--- config.mk ---
export PLATFORM = sky130hd
export DESIGN_NAME = rc_pulse_width_decoder
export DESIGN_NICKNAME = d
export VERILOG_FILES = /design/src/sv/rcpwd_pkg.sv /design/src/sv/rc_pulse_width_decoder.sv /design/src/sv/rcpwd_div.sv
export SDC_FILE = /design/constraint.sdc
export NUM_CORES = 1
export LEC_CHECK = 0
export BUFFER_PORTS_ARGS = -buffer_cell sky130_fd_sc_hd__buf_2
export CAP_MARGIN = 30
export CORE_MARGIN = 10
export CORE_UTILIZATION = 45
export DETAILED_ROUTE_END_ITERATION = 12
export PLACE_DENSITY = 0.67
export SLEW_MARGIN = 20
export SYNTH_ARGS = -nofsm -noshare
export SYNTH_HDL_FRONTEND = slang
export SYNTH_SLANG_ARGS = --single-unit
export TNS_END_PERCENT = 20
--- constraint.sdc ---
create_clock -name clk -period 9.1 [get_ports clk]
set_input_delay 0.455 -clock clk [delete_from_list [all_inputs] [get_ports clk]]
set_output_delay 0.455 -clock clk [all_outputs]
set_load 0.01 [all_outputs]
--- src/sv/rcpwd_pkg.sv ---
// ----------------------------------------------------------------------------
// rcpwd_pkg
// Shared constants, codes and types of the RC pulse width decoder.
// ----------------------------------------------------------------------------
package rcpwd_pkg;

    localparam int NUM_CHANNELS = 4;
    localparam int CH_IDX_W     = $clog2(NUM_CHANNELS);
    localparam int FRAC_BITS    = 13;

    // quotient bits needed before saturation decides the result
    localparam int QUO_BITS     = (FRAC_BITS + 1 > 16) ? FRAC_BITS + 1 : 16;
    localparam int QCNT_W       = $clog2(QUO_BITS);
    // (|diff| << (FRAC_BITS+1)) + span/2
    localparam int NUM_W        = 33 + FRAC_BITS;
    localparam int SPAN_W       = 16;

    localparam int CFG_IDX_W    = 3;
    localparam int CFG_DATA_W   = 16;

    localparam logic [CFG_IDX_W-1:0] REG_CH0_LOW   = 3'd0;
    localparam logic [CFG_IDX_W-1:0] REG_CH0_HIGH  = 3'd1;
    localparam logic [CFG_IDX_W-1:0] REG_CH1_LOW   = 3'd2;
    localparam logic [CFG_IDX_W-1:0] REG_CH1_HIGH  = 3'd3;
    localparam logic [CFG_IDX_W-1:0] REG_SWITCH_TH = 3'd4;

    localparam logic [CFG_DATA_W-1:0] RST_CH0_LOW   = 16'd1000;
    localparam logic [CFG_DATA_W-1:0] RST_CH0_HIGH  = 16'd2000;
    localparam logic [CFG_DATA_W-1:0] RST_CH1_LOW   = 16'd1250;
    localparam logic [CFG_DATA_W-1:0] RST_CH1_HIGH  = 16'd1750;
    localparam logic [CFG_DATA_W-1:0] RST_SWITCH_TH = 16'd1500;

    localparam int IN_TDATA_W  = 40;
    localparam int OUT_TDATA_W = 56;

    typedef enum logic [2:0] {
        ST_IDLE,
        ST_PREP,
        ST_DIV_START,
        ST_DIV_WAIT,
        ST_FINISH
    } ctl_state_t;

    typedef enum logic [1:0] {
        DV_IDLE,
        DV_CHECK,
        DV_STEP
    } div_state_t;

    typedef struct packed {
        logic done;
        logic overflow;
    } div_status_t;

endpackage

--- src/sv/rc_pulse_width_decoder.sv ---
// ----------------------------------------------------------------------------
// rc_pulse_width_decoder
// Four channel RC receiver pulse width decoder with stick normalization.
// ----------------------------------------------------------------------------
// Usage:
//   s_* carries edge events: channel and microsecond timestamp in tdata,
//   rise/fall flags in tuser. Every accepted beat yields exactly one m_* beat
//   with the channel, its latest pulse width, the Q3.13 stick position
//   (channels 0, 1) and the switch bit (channels 2, 3).
//   cfg_* writes the five 16-bit registers; cfg_ready is always high.
//   Write registers only while no event is in flight.
// Timing:
//   Stick channels go from accept to m_tvalid through prepare, divider
//   start, range check, 16 restoring steps at one quotient bit each, the
//   wait step that sees done and the finish step. A quotient that
//   overflows is caught by the range check and skips the restoring steps.
//   Switch channels and empty spans go from prepare to the finish step.
//   One event is in flight at a time; s_tready is high only in the idle
//   step, so the next beat is taken only once the finish step is left.
// Reset:
//   Clears rise stamps and widths to zero and loads register defaults.
// Stall:
//   A new event is accepted while the last result waits in the output
//   register; its result holds in the finish step until m_tready frees it.
// ----------------------------------------------------------------------------
module rc_pulse_width_decoder
(
    input  logic                                clk,
    input  logic                                rst_n,
    input  logic                                s_tvalid,
    output logic                                s_tready,
    input  logic [rcpwd_pkg::IN_TDATA_W-1:0]    s_tdata,   // channel[1:0], timestamp_us[33:2]
    input  logic [1:0]                          s_tuser,   // rise_edge[0], fall_edge[1]
    output logic                                m_tvalid,
    input  logic                                m_tready,
    output logic [rcpwd_pkg::OUT_TDATA_W-1:0]   m_tdata,   // out_channel[1:0],
                                                           // pulse_width_us[33:2],
                                                           // normalized[49:34],
                                                           // switch_on[50]
    input  logic                                cfg_valid,
    output logic                                cfg_ready,
    input  logic [rcpwd_pkg::CFG_IDX_W-1:0]     cfg_index,
    input  logic [rcpwd_pkg::CFG_DATA_W-1:0]    cfg_data
);
    import rcpwd_pkg::*;

    localparam int VW = QUO_BITS + 2;
    localparam logic signed [VW-1:0] SAT_MAX = VW'(32767);
    localparam logic signed [VW-1:0] SAT_MIN = -VW'(32768);
    localparam logic signed [VW-1:0] OFFSET  = VW'(1) <<< FRAC_BITS;

    ctl_state_t              state_reg, state_next;

    logic [CFG_DATA_W-1:0]   ch0_low_reg, ch0_high_reg, ch1_low_reg, ch1_high_reg;
    logic [CFG_DATA_W-1:0]   switch_th_reg;

    logic [31:0]             rise_stamp_reg [NUM_CHANNELS];
    logic [31:0]             last_width_reg [NUM_CHANNELS];

    logic [1:0]              ch_reg;
    logic [31:0]             w_reg;
    logic                    axis_reg;
    logic                    neg_reg;
    logic [31:0]             mag_reg;
    logic [SPAN_W-1:0]       den_reg;
    logic                    sw_reg;

    logic                    m_valid_reg;
    logic [OUT_TDATA_W-1:0]  m_data_reg;

    logic                    accept;
    logic                    div_start;
    logic                    out_load;

    logic [1:0]              in_ch;
    logic                    in_rise, in_fall;
    logic [31:0]             in_now;
    logic [CH_IDX_W-1:0]     in_idx;
    logic                    in_present;
    logic [31:0]             base_stamp;
    logic [31:0]             w_new;

    logic                    present;
    logic                    is_stick;
    logic [SPAN_W-1:0]       sel_low, sel_high;
    logic                    span_ok;
    logic                    below_low;
    logic [NUM_W-1:0]        numer;

    div_status_t             div_stat;
    logic [QUO_BITS-1:0]     quotient;
    logic signed [VW-1:0]    q_ext;
    logic signed [VW-1:0]    v_raw;
    logic signed [15:0]      norm_val;

    assign in_ch      = s_tdata[1:0];
    assign in_now     = s_tdata[33:2];
    assign in_rise    = s_tuser[0];
    assign in_fall    = s_tuser[1];
    assign in_idx     = CH_IDX_W'(in_ch);
    assign in_present = 32'(in_ch) < NUM_CHANNELS;
    assign accept     = s_tvalid && s_tready;
    assign cfg_ready  = 1'b1;

    // rise is applied before fall within one event
    assign base_stamp = in_rise ? in_now : rise_stamp_reg[in_idx];
    assign w_new      = in_fall ? in_now - base_stamp : last_width_reg[in_idx];

    // ---- sequencer ----
    always_comb
    begin
        state_next = state_reg;
        unique case (state_reg)
            ST_IDLE:      if (s_tvalid) state_next = ST_PREP;
            ST_PREP:      state_next = (is_stick && span_ok) ? ST_DIV_START : ST_FINISH;
            ST_DIV_START: state_next = ST_DIV_WAIT;
            ST_DIV_WAIT:  if (div_stat.done) state_next = ST_FINISH;
            ST_FINISH:    if (!m_valid_reg || m_tready) state_next = ST_IDLE;
            default:      state_next = ST_IDLE;
        endcase
    end

    always_comb
    begin
        s_tready  = 1'b0;
        div_start = 1'b0;
        out_load  = 1'b0;
        unique case (state_reg)
            ST_IDLE:      s_tready  = 1'b1;
            ST_DIV_START: div_start = 1'b1;
            ST_FINISH:    out_load  = !m_valid_reg || m_tready;
            default:      ;
        endcase
    end

    // ---- preparation of the division operands ----
    assign present  = 32'(ch_reg) < NUM_CHANNELS;
    assign is_stick = present && (ch_reg == 2'd0 || ch_reg == 2'd1);
    assign sel_low  = (ch_reg == 2'd0) ? ch0_low_reg  : ch1_low_reg;
    assign sel_high = (ch_reg == 2'd0) ? ch0_high_reg : ch1_high_reg;
    assign span_ok  = sel_high > sel_low;
    assign below_low = w_reg < {16'd0, sel_low};

    assign numer = NUM_W'({mag_reg, {(FRAC_BITS + 1){1'b0}}}) + NUM_W'(den_reg >> 1);

    rcpwd_div u_div
    (
        .clk      (clk),
        .rst_n    (rst_n),
        .start    (div_start),
        .numer    (numer),
        .denom    (den_reg),
        .status   (div_stat),
        .quotient (quotient)
    );

    // ---- signed result with saturation ----
    assign q_ext = VW'({2'b00, quotient});
    assign v_raw = neg_reg ? -q_ext - OFFSET : q_ext - OFFSET;

    always_comb
    begin
        if (!axis_reg)
            norm_val = 16'sd0;
        else if (div_stat.overflow)
            norm_val = neg_reg ? -16'sd32768 : 16'sd32767;
        else if (v_raw > SAT_MAX)
            norm_val = 16'sd32767;
        else if (v_raw < SAT_MIN)
            norm_val = -16'sd32768;
        else
            norm_val = v_raw[15:0];
    end

    // ---- control and state registers ----
    always_ff @(posedge clk or negedge rst_n)
    begin
        if (!rst_n)
        begin
            state_reg     <= ST_IDLE;
            m_valid_reg   <= 1'b0;
            ch0_low_reg   <= RST_CH0_LOW;
            ch0_high_reg  <= RST_CH0_HIGH;
            ch1_low_reg   <= RST_CH1_LOW;
            ch1_high_reg  <= RST_CH1_HIGH;
            switch_th_reg <= RST_SWITCH_TH;
            for (int i = 0; i < NUM_CHANNELS; i++)
            begin
                rise_stamp_reg[i] <= '0;
                last_width_reg[i] <= '0;
            end
        end
        else
        begin
            state_reg <= state_next;
            if (out_load)
                m_valid_reg <= 1'b1;
            else if (m_tready)
                m_valid_reg <= 1'b0;
            if (cfg_valid && cfg_ready)
            begin
                unique case (cfg_index)
                    REG_CH0_LOW:   ch0_low_reg   <= cfg_data;
                    REG_CH0_HIGH:  ch0_high_reg  <= cfg_data;
                    REG_CH1_LOW:   ch1_low_reg   <= cfg_data;
                    REG_CH1_HIGH:  ch1_high_reg  <= cfg_data;
                    REG_SWITCH_TH: switch_th_reg <= cfg_data;
                    default:       ;
                endcase
            end
            if (accept && in_present)
            begin
                for (int i = 0; i < NUM_CHANNELS; i++)
                begin
                    if (in_idx == CH_IDX_W'(i))
                    begin
                        if (in_rise)
                            rise_stamp_reg[i] <= in_now;
                        last_width_reg[i] <= w_new;
                    end
                end
            end
        end
    end

    // ---- datapath registers ----
    always_ff @(posedge clk)
    begin
        if (accept)
        begin
            ch_reg <= in_ch;
            w_reg  <= in_present ? w_new : 32'd0;
        end
        if (state_reg == ST_PREP)
        begin
            axis_reg <= is_stick && span_ok;
            neg_reg  <= below_low;
            mag_reg  <= below_low ? {16'd0, sel_low} - w_reg : w_reg - {16'd0, sel_low};
            den_reg  <= sel_high - sel_low;
            sw_reg   <= present && !is_stick && (w_reg > {16'd0, switch_th_reg});
        end
        if (out_load)
            m_data_reg <= {5'd0, sw_reg, norm_val, w_reg, ch_reg};
    end

    assign m_tvalid = m_valid_reg;
    assign m_tdata  = m_data_reg;

    // ---- assertions ----
    a_busy_after_accept: assert property (@(posedge clk) disable iff (!rst_n)
        s_tvalid && s_tready |=> !s_tready)
        else $error("input accepted while an event is in flight");

    a_div_done_in_wait: assert property (@(posedge clk) disable iff (!rst_n)
        div_stat.done |-> state_reg == ST_DIV_WAIT)
        else $error("divider finished outside the wait step");

    a_load_from_finish: assert property (@(posedge clk) disable iff (!rst_n)
        $rose(m_tvalid) |-> $past(state_reg == ST_FINISH))
        else $error("result presented without a finish step");

    a_norm_only_stick: assert property (@(posedge clk) disable iff (!rst_n)
        m_tvalid && m_tdata[49:34] != 16'd0 |-> m_tdata[1:0] == 2'd0 || m_tdata[1:0] == 2'd1)
        else $error("stick position on a switch channel");

    a_switch_only_sw: assert property (@(posedge clk) disable iff (!rst_n)
        m_tvalid && m_tdata[50] |-> m_tdata[1:0] != 2'd0 && m_tdata[1:0] != 2'd1)
        else $error("switch bit on a stick channel");

endmodule

--- src/sv/rcpwd_div.sv ---
// ----------------------------------------------------------------------------
// rcpwd_div
// Iterative restoring divider, one quotient bit per cycle, with an early
// overflow check when the quotient does not fit in QUO_BITS.
// ----------------------------------------------------------------------------
module rcpwd_div
(
    input  logic                           clk,
    input  logic                           rst_n,
    input  logic                           start,
    input  logic [rcpwd_pkg::NUM_W-1:0]    numer,
    input  logic [rcpwd_pkg::SPAN_W-1:0]   denom,
    output rcpwd_pkg::div_status_t         status,
    output logic [rcpwd_pkg::QUO_BITS-1:0] quotient
);
    import rcpwd_pkg::*;

    div_state_t              state_reg, state_next;
    logic [NUM_W-1:0]        num_reg;
    logic [SPAN_W-1:0]       den_reg;
    logic [SPAN_W-1:0]       rem_reg;
    logic [QUO_BITS-1:0]     quo_reg;
    logic [QCNT_W-1:0]       cnt_reg;
    logic                    done_reg;
    logic                    ovf_reg;

    logic                    load_en;
    logic                    check_en;
    logic                    step_en;
    logic                    too_big;
    logic                    last_step;
    logic [SPAN_W:0]         trial;
    logic                    trial_ge;

    assign too_big   = num_reg >= {{(NUM_W - SPAN_W - QUO_BITS){1'b0}}, den_reg,
                                   {QUO_BITS{1'b0}}};
    assign last_step = cnt_reg == QCNT_W'(QUO_BITS - 1);
    assign trial     = {rem_reg, quo_reg[QUO_BITS-1]};
    assign trial_ge  = trial >= {1'b0, den_reg};

    always_comb
    begin
        state_next = state_reg;
        unique case (state_reg)
            DV_IDLE:  if (start) state_next = DV_CHECK;
            DV_CHECK: state_next = too_big ? DV_IDLE : DV_STEP;
            DV_STEP:  if (last_step) state_next = DV_IDLE;
            default:  state_next = DV_IDLE;
        endcase
    end

    always_comb
    begin
        load_en  = 1'b0;
        check_en = 1'b0;
        step_en  = 1'b0;
        unique case (state_reg)
            DV_IDLE:  load_en  = start;
            DV_CHECK: check_en = 1'b1;
            DV_STEP:  step_en  = 1'b1;
            default:  ;
        endcase
    end

    always_ff @(posedge clk or negedge rst_n)
    begin
        if (!rst_n)
        begin
            state_reg <= DV_IDLE;
            done_reg  <= 1'b0;
            ovf_reg   <= 1'b0;
            cnt_reg   <= '0;
        end
        else
        begin
            state_reg <= state_next;
            done_reg  <= (check_en && too_big) || (step_en && last_step);
            if (check_en)
            begin
                ovf_reg <= too_big;
                cnt_reg <= '0;
            end
            else if (step_en)
            begin
                cnt_reg <= cnt_reg + 1'b1;
            end
        end
    end

    always_ff @(posedge clk)
    begin
        if (load_en)
        begin
            num_reg <= numer;
            den_reg <= denom;
        end
        if (check_en)
        begin
            rem_reg <= num_reg[QUO_BITS+SPAN_W-1:QUO_BITS];
            quo_reg <= num_reg[QUO_BITS-1:0];
        end
        else if (step_en)
        begin
            rem_reg <= trial_ge ? SPAN_W'(trial - {1'b0, den_reg}) : trial[SPAN_W-1:0];
            quo_reg <= {quo_reg[QUO_BITS-2:0], trial_ge};
        end
    end

    assign status.done     = done_reg;
    assign status.overflow = ovf_reg;
    assign quotient        = quo_reg;

endmodule

== Word-level counts from Yosys, hierarchy flattened ==
Cells that the tools add are included.

* Bits in registers: 578
* Bits in latches: 0
* Memory bits (writable): 0
* Bits in read-only memories: 0
* Bits of input ports: 66
* Output and inout bits: 59
* Logic and storage cells: 143
* Memories: 0

* $add $sub $neg: 10
* Multipliers: 0
* Divide/modulo/power cells: 0
* $lt $le $gt $ge: 8
* Eq/ne operators: 20
* Shift operators: 0
* Muxes and demuxes: 40
* Bitwise logic cells: 1
* Reductions and logical operators: 32

{| class="wikitable"
|+ Operators with widths
! kind !! number
|-
| $mux 32 || 7
|-
| $mux 16 || 11
|-
| $bmux 32 s2 || 2
|-
| $add 46x15->46 || 1
|-
| $ge 46x32->1 || 1
|-
| $gt 32x16->1 || 1
|-
| $lt 32x16->1 || 1
|-
| $sub 16x16->16 || 2
|-
| $sub 16x32->32 || 1
|-
| $sub 32x16->32 || 1
|-
| $sub 32x32->32 || 1
|-
| $reduce_and 2->1 || 10
|-
| $gt 18x16->1 const B || 1
|-
| $lt 18x16->1 const B || 1
|-
| $mux 18 || 1
|-
| $neg 16->18 || 1
|-
| $sub 18x15->18 const B || 1
|-
| $ge 17x16->1 || 1
|-
| $sub 16x14->17 const B || 1
|-
| $gt 16x16->1 || 1
|-
| $pmux 3 s5 || 1
|-
| $reduce_and 3->1 || 5
|-
| $eq 3x2->1 const B || 4
|-
| $mux 3 || 4
|-
| other kinds (20) || 50
|}

== Depth between registers and ports, before layout ==
Gate-level depths: netlist of the first run.

* Word-level depth: 7
* Mapped depth: 16
* Depth with buffers taken out: 13

== Modules after synthesis ==
Synthesis of the first run repeated with hierarchy kept, for this count alone.

* Cells, all modules: 2541
* Area total of the unflattened synthesis: 30548.0 um2

{| class="wikitable"
|+ By module, submodules not included
! module !! instances !! cells each !! area an instance (um2) !! sequential area each (um2)
|-
| rc_pulse_width_decoder || 1 || 2139 || 25436.9 || 12630.9
|-
| rcpwd_div || 1 || 402 || 5111.2 || 3022.9
|}

== Least setup slack after synthesis of the first run ==
No wires, ideal clock.

* Path kind: input port to flip-flop
* Start: in s_tdata[0] in the netlist's numbering
* End: reg w_reg[29], data pin
* Setup time: 0.268 ns
* Data arrival time: 4.639 ns
* Required time: 8.832 ns
* Setup slack: 4.193 ns
* Stages: 15
* Buffers on the path: 4
* Cells stage by stage: buf_2 buf_2 buf_2 buf_1 mux4_2 mux2i_1 ha_1 nor2b_1 o31ai_1 a2111oi_0 nor4_1 o21ai_0 a21o_1 a211oi_1 inv_1

* Longest elaborated chain between the ends: 7
* Elaborated cells on any way between the ends: 10
* Classes of those cells: add/sub (1); mux (8); bitwise (1)

{| class="wikitable"
|+ Ends and longest elaborated chain
! element !! line !! RTL
|-
| from (decl) || rc_pulse_width_decoder.sv:32 || <nowiki>input logic [rcpwd_pkg::IN_TDATA_W-1:0] s_tdata,</nowiki>
|-
| $not 2->3 (not written as such) * || rc_pulse_width_decoder.sv:106, rc_pulse_width_decoder.sv:107 ||
|-
| $bmux 32 s2 || rc_pulse_width_decoder.sv:106 || <nowiki>assign base_stamp = in_rise ? in_now : rise_stamp_reg[in_idx];</nowiki>
|-
| $mux 32 (not written as such) (2 in series) || rc_pulse_width_decoder.sv:106 ||
|-
| $mux 32 || rc_pulse_width_decoder.sv:106 ||
|-
| $sub 32x32->32 || rc_pulse_width_decoder.sv:107 || <nowiki>assign w_new = in_fall ? in_now - base_stamp : last_width_reg[in_idx];</nowiki>
|-
| $mux 32 * || rc_pulse_width_decoder.sv:107 ||
|-
| named net w_new[29] || rc_pulse_width_decoder.sv:81 || <nowiki>logic [31:0] w_new;</nowiki>
|-
| to (signal assigned) || rc_pulse_width_decoder.sv:232 || <nowiki>w_reg <= in_present ? w_new : 32'd0;</nowiki>
|-
| to (decl) || rc_pulse_width_decoder.sv:61 || <nowiki>logic [31:0] w_reg;</nowiki>
|}

The timed path passes the listed nets; every way through them passes the cells marked *. The select of a mux whose other input is x is not followed.
A chain may end at the register's enable or synchronous reset.

== Final worst setup path of the first run ==
Same ends and word-level chain as after synthesis.

==> results by group, run 1 <==
Synthesis
  – Distinct cells, synth: 82
  – Top post-synthesis cells by area: dfrtp_1 (26%), edfxtp_1 (22%), mux2_2 (10%)
  – Post-synth top area share: 26.3%
  – Synth Warn #: 0
  – Post-Syn Area: 30,100 µm²
  – Yosys top cell by area: dfrtp_1
  – Asr flop ratio synth: 61.7%
  – Top_reg_cell synth: dfrtp_1
  – Mapped Cells: 2,553
  – Synth Area per Inst: 11.8 µm²
  – Synth top cells by count: dfrtp_1 (317), mux2_2 (267), nand2_1 (217)
  – Seq/Total Area, Yosys: roughly half
  – Count leader, synth: dfrtp_1
  – Number of synthesized flops with an enable pin: 216
  – Number of synthesized register bits: ~560

Clock network
  – CTS root buf: clkbuf_16
  – CTS clk-pin slew, worst paths: about 60 ps
  – Clock Sinks: 564
  – CTS max path bufs: 3
  – CTS tree: yes
  – H-tree depth: 2
  – TritonCTS Buffers: 61
  – Clock latency on the worst-skew pair: around 640 ps

Layout
  – Area Overhead vs Synth: 12.2%
  – Nets: 2,861
  – Finished Layout Cells: 3,569
  – # fillers: 5,747
  – Layout cells sized above 1: 23.8%

Floorplan
  – Die Wd: 279 µm
  – IO Count: 125
  – Initial Util: roughly 46%
  – # rows: 94
  – Die H: 279 µm
  – Placeable Area: 66,100 µm²
  – Die ar.: approximately 78,000 µm²

Critical path
  – CP max stage delay: 920 ps
  – WP data required: ~9400 ps
  – Critical Path Fanout Max: 37
  – Critical path's slowest cell: nor4_1
  – Critical Path Start Type: input pin
  – CP Class: input pin to flip-flop
  – Most used cell, CP: buf_4
  – CP Capture Type: flip-flop
  – Critical-path cell list: buf_4, buf_4, mux4_2, mux2_2, ha_1, nor2b_1, o31ai_1, a2111oi_0, nor4_1, o21ai_0, a21o_1, a211oi_1, inv_1
  – CP top delay family: compound AO/OA/AOI/OAI gates
  – Worst path arrival time: between 5000 and 6000 ps
  – Worst Path Buf+Inv: 3

Power
  – Static leakage: approximately 14 nW
  – Cell Pwr Density: about 330 nW/µm²
  – Max VDD drop: 0.190 mV

Timing
  – Relative slew slack: 30.0%
  – Slew Limit Fails: 0
  – Fin crit period: ~5400 ps
  – Worst slew pin tran: approximately 1000 ps
  – Final hold vios: 0
  – Setup TNS: 0 ps
  – Final Skew: 27.6 ps
  – Maximum operating frequency: 186 MHz
  – Unrepaired setup endpoints after global routing: no
  – Final Cycle Share: 59.2%
  – Setup violators final: 0

Detailed routing
  – TritonRoute pass-1 iters: 5
  – Wire length per cell: roughly 20 µm
  – Post-DRT Antenna Nets: 0
  – Drt via density: 5.71
  – Final wirelength: 73,200 µm
  – Remaining DRCs: 0
  – Iteration-0 DRC Markers: about 1.4k
  – Via count: 20.4k

GRT
  – Top Usage Layer GRT: met2
  – Largest net degree at the start of global routing: 86
  – Met1 Resource Use GR: 23.3%
  – GR Layer Usage met2: 32.9%
  – Gr usage total: between 10% and 20%
  – Initial antenna violation count: 4
  – Met3 global-route usage: 2.74%
  – Vias in the first global route: 21.2k
  – Global route overflow: 0
  – First-pass GRT wire length: 117,000 µm

Place
  – GP Congestion: 0.899
  – Placed cell count: 3,452
  – HPWL after detailed placement: between 50,000 and 60,000 µm
  – Port bufs: 112

Flow run
  – Maxcap violations: 0

Min path
  – HP Class: input pin to flip-flop

Run status
  – Status: finished, final reports clean
-- repair_timing --
| action | CTS | global route |
|---|---|---|
| setup endpoints to repair | 0 | 0 |
| buffers inserted | 0 | 0 |
| hold buffers | 1 | 0 |
| hold endpoints to repair | 83 | 0 |
| gates resized for setup | 0 | 0 |
-- report_power, final --
part	internal [W]	switching (W)	total (W)
clock	0.00150	0.00104	0.00254
combinational	0.00185	0.00228	0.00413
sequential	0.00387	0.000600	0.00447
total	0.00722	0.00392	0.0111
-- worst min-delay path, cell delays in order --
cell and delay (ps):
buf_2 130, nand2_1 50, o21ai_0 70
-- cell usage in the layout, fill, tap and decap left out, types with 9 or more instances in the layout --
| cell type | Yosys | final |
|---|---|---|
| dfrtp_1 | 317 | 317 |
| mux2_2 | 267 | 267 |
| nand2_1 | 217 | 217 |
| edfxtp_1 | 216 | 216 |
| o21ai_0 | 163 | 163 |
| ha_1 | 137 | 136 |
| inv_1 | 134 | 134 |
| nor2_1 | 115 | 113 |
| a21oi_1 | 110 | 110 |
| buf_2 | 8 | 110 |
| mux2i_1 | 72 | 72 |
| mux4_2 | 64 | 64 |
| clkbuf_16 | 0 | 62 |
| xnor2_1 | 56 | 56 |
| xor2_1 | 46 | 46 |
| a21o_1 | 42 | 42 |
| nand3_1 | 42 | 41 |
| nor3_1 | 40 | 38 |
| buf_4 | 6 | 33 |
| dfstp_2 | 31 | 31 |
| o21a_1 | 30 | 30 |
| nand4_1 | 27 | 27 |
| a31oi_1 | 26 | 26 |
| nor2b_1 | 25 | 25 |
| nor4_1 | 22 | 22 |
| nand2b_1 | 18 | 18 |
| a211oi_1 | 17 | 17 |
| o21bai_1 | 14 | 14 |
| o31ai_1 | 14 | 14 |
| clkinv_2 | 0 | 14 |
| and3_1 | 13 | 12 |
| and2_1 | 12 | 12 |
| o211ai_1 | 10 | 10 |
| o22ai_1 | 10 | 10 |
| clkbuf_1 | 77 | 10 |
| or3_1 | 9 | 9 |
| a2111oi_0 | 10 | 9 |
-- area by class of cell --
type	instances	area, µm²	area share, %
Timing Repair Buffer	149	885	2.62
Sequential cell	564	15200	45.1
Tap cell	864	1080	3.20
Antenna cell	1	2.50	0.00741
Inverter	135	507	1.50
Multi-Input combinational cell	1742	14000	41.4
Clock buffer	77	1660	4.91
Clock inverter	37	423	1.25
-- routing by layer --
layer | vias to the layer above | share of wire (%)
met5 | - | 0.025
li1 | 9598 | -
met2 | 497 | 50
met3 | 131 | 4.7
met4 | 2 | 3.1
met1 | 10200 | 42
-- cell families after synthesis --
family	share of synthesized area [%]
multiplexers	17.2
XOR/XNOR	2.97
flip-flops	50.6
adder cells (fa/ha/maj)	6.02
buffers and inverters	3.26
other	0.0249
AO/OA/AOI/OAI	10.5
AND/OR/NAND/NOR	9.45
-- worst paths after layout --
check	start	to	slack, ps	cells after the start
worst max-delay path	s_tdata[0]	w_reg[29]$_DFFE_PP_	3710	13
worst min-delay path	cfg_data[6]	switch_th_reg[6]$_DFFE_PN1P_	90	3
worst max register to register	ch_reg[1]$_DFFE_PP_	mag_reg[12]$_DFFE_PP_	3860	13
worst min register to register	den_reg[2]$_DFFE_PP_	u_div.num_reg[1]$_DFFE_PP_	420	0
max in group asynchronous	rst_n	switch_th_reg[1]$_DFFE_PN0P_	6600	4
min in group asynchronous	rst_n	rise_stamp_reg[88]$_DFFE_PN0P_	400	2
-- through the flow --
stage	power, W	cell area [µm²]	utilization, %	hold WS (ps)	setup WS (ps)
2_1_floorplan	0.00739	30100	-	159	4190
3_3_place_gp	0.00841	31600	47.8	414	3240
3_5_place_dp	0.00862	31700	47.9	406	3130
4_1_cts	0.0112	33700	51.1	52.1	3740
5_1_grt	0.0119	33800	51.1	77.5	3230
6_report	0.0111	33800	51.1	90.0	3710
Note: power is estimated with default switching activity, not from simulation.
==> inputs of run 2 (changes only) <==
- PLACE_DENSITY: 0.67 -> 0.7
- clock period: 9.1 -> 4.3 ns (I/O delays scaled with it)
==> results by group, run 2 (same netlist as run 1, synthesis figures left out) <==
Min path
  – Worst hold path depth: 3
  – HP Class: input pin to flip-flop

Critical path
  – R2R depth: 13
  – Critical Path Fanout Max: 13
  – Critical Path Start Type: flip-flop
  – Worst path arrival time: 4380 ps
  – CP Capture Type: flip-flop
  – CP Class: flip-flop to flip-flop
  – WP data required: about 4700 ps

Timing
  – Final Skew: 40.4 ps
  – Relative slew slack: 40.0%
  – Maximum operating frequency: 249 MHz
  – Final Cycle Share: 93.4%
  – Setup TNS: 0 ps
  – Final hold vios: 0
  – Slew Limit Fails: 0
  – Setup violators final: 0
  – Fin crit period: 4020 ps
  – Unrepaired setup endpoints after global routing: no
  – Worst slew pin tran: about 880 ps

Detailed routing
  – Drt via density: approximately 5.7
  – TritonRoute pass-1 iters: 5
  – Wire length on met1: around 31,000 µm
  – Remaining DRCs: 0
  – Wire length per cell: 20.2 µm
  – Via count: 20.9k
  – Iteration-0 DRC Markers: roughly 1.5k
  – WL met3: 3190 µm
  – Top Layer Used: met4
  – Post-DRT Antenna Nets: 0
  – Final wirelength: 74,100 µm
  – WL met2: 37,700 µm

GRT
  – Gr usage total: 18.9%
  – First-pass GRT wire length: 119,000 µm
  – Vias in the first global route: 21.8k
  – Initial antenna violation count: 3
  – Largest net degree at the start of global routing: 126
  – Global route overflow: 0

Layout
  – Finished Cell Area: 34,700 µm²
  – Area Overhead vs Synth: 15.2%
  – Nets: 2,961
  – Area occupied by multi-input gates: 14,000 µm²
  – Post-layout util: 52.5%
  – Commonest cells after routing, fill and taps aside: dfrtp_1 (317), mux2_2 (267), nand2_1 (217)
  – Sequential cell area: about 15,000 µm²
  – Layout cells sized above 1: 24.7%
  – Antenna diode count: 0
  – Commonest non-fill, non-tap cell in the layout: dfrtp_1
  – # fillers: 5,573

Floorplan
  – # rows: 94
  – IO Count: 125
  – Placeable Area: 66,100 µm²
  – Initial Util: between 40% and 50%
  – Die Wd: 279 µm
  – Die ar.: 77,700 µm²
  – Die H: between 200 and 300 µm

Run status
  – Status: finished, final reports clean

Place
  – Port bufs: 112
  – HPWL after detailed placement: about 53,000 µm
  – Dpl cell area: 32,000 µm²
  – GP Congestion: 0.945

Flow run
  – Maxcap violations: 0

Clock network
  – CTS tree: yes
  – CTS clk-pin slew, worst paths: 60 ps
  – H-tree depth: 2
  – Clock latency on the worst-skew pair: roughly 650 ps
  – CTS max path bufs: 3
  – TritonCTS Buffers: 60
  – CTS root buf: clkbuf_16
  – Clock Sinks: about 560

Power
  – Cell Pwr Density: slightly below 700 nW/µm²
  – Static leakage: between 10 and 15 nW
  – Max VDD drop: 0.414 mV
-- run 2: report_power, final --
group          total (W)  switching (W)  internal, W
sequential       0.00946        0.00128      0.00819
clock            0.00527        0.00222      0.00305
combinational    0.00914        0.00496      0.00418
-- run 2: routing by layer --
| metal | global-route usage [%] | up-vias |
|---|---|---|
| met5 | 0 | - |
| met4 | 5.82 | 0 |
| met3 | 2.54 | 129 |
| met2 | 33.6 | 493 |
| met1 | 23.5 | 10500 |
| li1 | - | 9781 |
-- run 2: path summary, 6_finish.rpt --
path / slack, ps / start / endpoint
setup reg to reg: 280 / ch_reg[1]$_DFFE_PP_ / mag_reg[22]$_DFFE_PP_
max in group asynchronous: 2890 / rst_n / rise_stamp_reg[38]$_DFFE_PN0P_
hold reg to reg: 420 / den_reg[0]$_DFFE_PP_ / u_div.den_reg[0]$_DFFE_PP_
hold / removal: 120 / cfg_index[1] / ch0_high_reg[13]$_DFFE_PN0P_
setup / recovery: 280 / ch_reg[1]$_DFFE_PP_ / mag_reg[22]$_DFFE_PP_
min in group asynchronous: 190 / rst_n / rise_stamp_reg[56]$_DFFE_PN0P_
-- run 2: final cells by class --
cell class	instances	area share, %
sequential	564	43.9
inverter	135	1.46
multi-input combinational	1742	40.4
clock buffer	76	4.56
tap	864	3.12
timing repair buffer	250	5.27
clock inverter	38	1.28
-- run 2: critical path, stage by stage (launching register included) --
cell,delay [ps]
edfxtp_1,470
nor2_4,260
mux2i_1,550
inv_1,110
ha_1,380
a21oi_1,140
o21ai_0,200
or4_1,530
nor3_4,250
buf_4,150
buf_4,200
o21a_1,240
a211oi_1,80
xor2_1,160
-- run 2: metrics by stage --
stage | cells | worst slack (ps) | hold slack, ps | power (W)
after floorplan | 2557 | -367 | -80.6 | 0.0156
after global placement | 3495 | 107 | 292 | 0.0180
after detailed placement | 3498 | 144 | 316 | 0.0185
after CTS | 3663 | 161 | 89.8 | 0.0239
after global routing | 3669 | 39.3 | 117 | 0.0254
final | 3669 | 283 | 121 | 0.0239
-- run 2: repair_timing --
item,CTS,global route
setup buffers,0,3
hold buffers,51,0
hold endpoints to repair,307,0
setup endpoints to repair,0,23
gates resized for setup,0,4
==> inputs of run 3 (changes only) <==
- CORE_UTILIZATION: 45 -> 57
- MAX_ROUTING_LAYER: unset -> met4
- PLACE_DENSITY: 0.7 -> 0.83
==> results by group, run 3 (same netlist as run 1, synthesis figures left out) <==
Place
  – Placed cell count: around 3.3k
  – Port bufs: 112
  – GP Congestion: ~0.95
  – HPWL after detailed placement: 52,500 µm

Detailed routing
  – Via count: 21.2k
  – Remaining DRCs: 0
  – Post-DRT Antenna Nets: 0
  – Drt via density: 6.09
  – Iteration-0 DRC Markers: about 1.4k
  – Wire length per cell: 21.0 µm
  – Final wirelength: about 73,000 µm
  – TritonRoute pass-1 iters: 7

Power
  – Reg power frac: around two fifths
  – Static leakage: 14.5 nW
  – Net Sw Power: 0.00840 W
  – Max VDD drop: 0.606 mV
  – Cell Pwr Density: roughly 690 nW/µm²
  – Logic gate share of total power: 38.4%
  – Switching Share: ~36%
  – Internal power: 0.0152 W
  – Clk network pwr share: 21.5%

Critical path
  – Most used cell, CP: buf_4
  – Critical path's slowest cell: nor4b_1
  – Worst path arrival time: 4460 ps
  – Setup slack, reg-to-reg: 200 ps
  – CP Capture Type: flip-flop
  – CP max stage delay: between 500 and 600 ps
  – Critical Path Fanout Max: 14
  – Critical Path Start Type: flip-flop
  – Critical-path cell list: nor2_4, buf_4, mux2_2, ha_1, fa_1, inv_1, a21oi_1, o2111ai_1, and3_1, nor3_4, buf_4, nor4b_1, a31oi_1, xnor2_1
  – WP data required: 4660 ps
  – CP Class: flip-flop to flip-flop

Timing
  – Final Skew: 26.9 ps
  – Relative slew slack: 35.7%
  – Fin crit period: 4100 ps
  – Final hold vios: 0
  – Slew Limit Fails: 0
  – Final Cycle Share: 95.4%
  – Setup violators final: 0
  – Maximum operating frequency: between 200 and 250 MHz
  – Worst slew pin tran: 956 ps
  – Fin Hold WS: 46.5 ps
  – Unrepaired setup endpoints after global routing: no
  – Setup TNS: 0 ps

GRT
  – Largest net degree at the start of global routing: 133
  – Vias in the first global route: 22.2k
  – Gr usage total: 23.8%
  – Global route overflow: 0
  – Initial antenna violation count: 4
  – First-pass GRT wire length: roughly 120,000 µm

Clock network
  – CTS clk-pin slew, worst paths: 60 ps
  – CTS root buf: clkbuf_16
  – H-tree depth: 2
  – Postcts setup bufs: 0
  – TritonCTS Buffers: 58
  – Clock latency on the worst-skew pair: 630 ps
  – CTS tree: yes
  – Clock Sinks: 564
  – CTS max path bufs: 3

Floorplan
  – Die H: between 200 and 250 µm
  – Die Wd: 250 µm
  – IO Count: 125
  – Die ar.: 62,400 µm²
  – # rows: 84
  – Initial Util: 57.4%
  – Placeable Area: 52,400 µm²

Layout
  – Commonest cells after routing, fill and taps aside: dfrtp_1 (317), mux2_2 (267), nand2_1 (217)
  – Nets: between 2k and 3k
  – Commonest non-fill, non-tap cell in the layout: dfrtp_1
  – Finished Layout Cells: 3,477
  – Layout cells sized above 1: around 24%
  – Area Overhead vs Synth: 13.8%
  – Post-layout util: 65.3%

Flow run
  – Maxcap violations: 0

Run status
  – Status: finished, final reports clean

Min path
  – HP Class: input pin to flip-flop
[run 3: path summary, 6_finish.rpt]
kind / cells past startpoint / end / from
worst max-delay path: 14 / mag_reg[29]$_DFFE_PP_ / ch_reg[1]$_DFFE_PP_
worst min-delay path: 4 / switch_th_reg[3]$_DFFE_PN1P_ / cfg_index[0]
worst max register to register: 14 / mag_reg[29]$_DFFE_PP_ / ch_reg[1]$_DFFE_PP_
worst min register to register: 0 / u_div.num_reg[11]$_DFFE_PP_ / den_reg[12]$_DFFE_PP_
max in group asynchronous: 3 / rise_stamp_reg[100]$_DFFE_PN0P_ / rst_n
min in group asynchronous: 2 / rise_stamp_reg[26]$_DFFE_PN0P_ / rst_n
[run 3: what timing repair did]
item | 4_1_cts | 5_1_grt
hold buffers | 51 | 0
resized for setup | 0 | 1
endpoints found under the hold margin | 303 | 0
endpoints found under the setup margin | 0 | 6
[run 3: area by class of cell]
cell class                 instances  area, µm²
timing repair buffer             237       1720
tap                              688        861
antenna                            2       5.00
sequential                       564      15200
fill                            3758      18200
clock buffer                      77       1630
multi-input combinational       1742      14000
clock inverter                    32        320
inverter                         135        507
[run 3: power groups by stage]
stage | sequential (W) | combinational, W | clock, W
2_1_floorplan | 0.00908 | 0.00655 | 0
3_3_place_gp | 0.00936 | 0.00846 | 0
3_5_place_dp | 0.00956 | 0.00884 | 0
4_1_cts | 0.00948 | 0.00896 | 0.00516
5_1_grt | 0.00971 | 0.00999 | 0.00537
6_report | 0.00949 | 0.00906 | 0.00508
[run 3: worst max-delay path: cells and delay by family, from the launching register on]
kind            cells  cell delay [ps]
mux                 1              380
fa+ha+maj           2              590
compound gates      3              680
flops               1              460
xor+xnor            1              160
simple gates        4             1080
buf+inv             3              480
[run 3: metrics by stage]
stage	setup slack, ps	total power (W)	cell area, µm²
global placement	119	0.0178	31700
CTS	191	0.0236	34200
finish	200	0.0236	34300
floorplan	-367	0.0156	30100
global route	58.4	0.0251	34300
detailed placement	-44.3	0.0184	31700
[run 3: per-layer routing]
layer	track usage [%]	vias to the layer above	wire (µm)
li1	-	9737	-
met1	27.8	10500	29100
met2	40.8	697	37200
met3	3.13	199	3740
met4	10.5	0	3120
met5	-	-	0
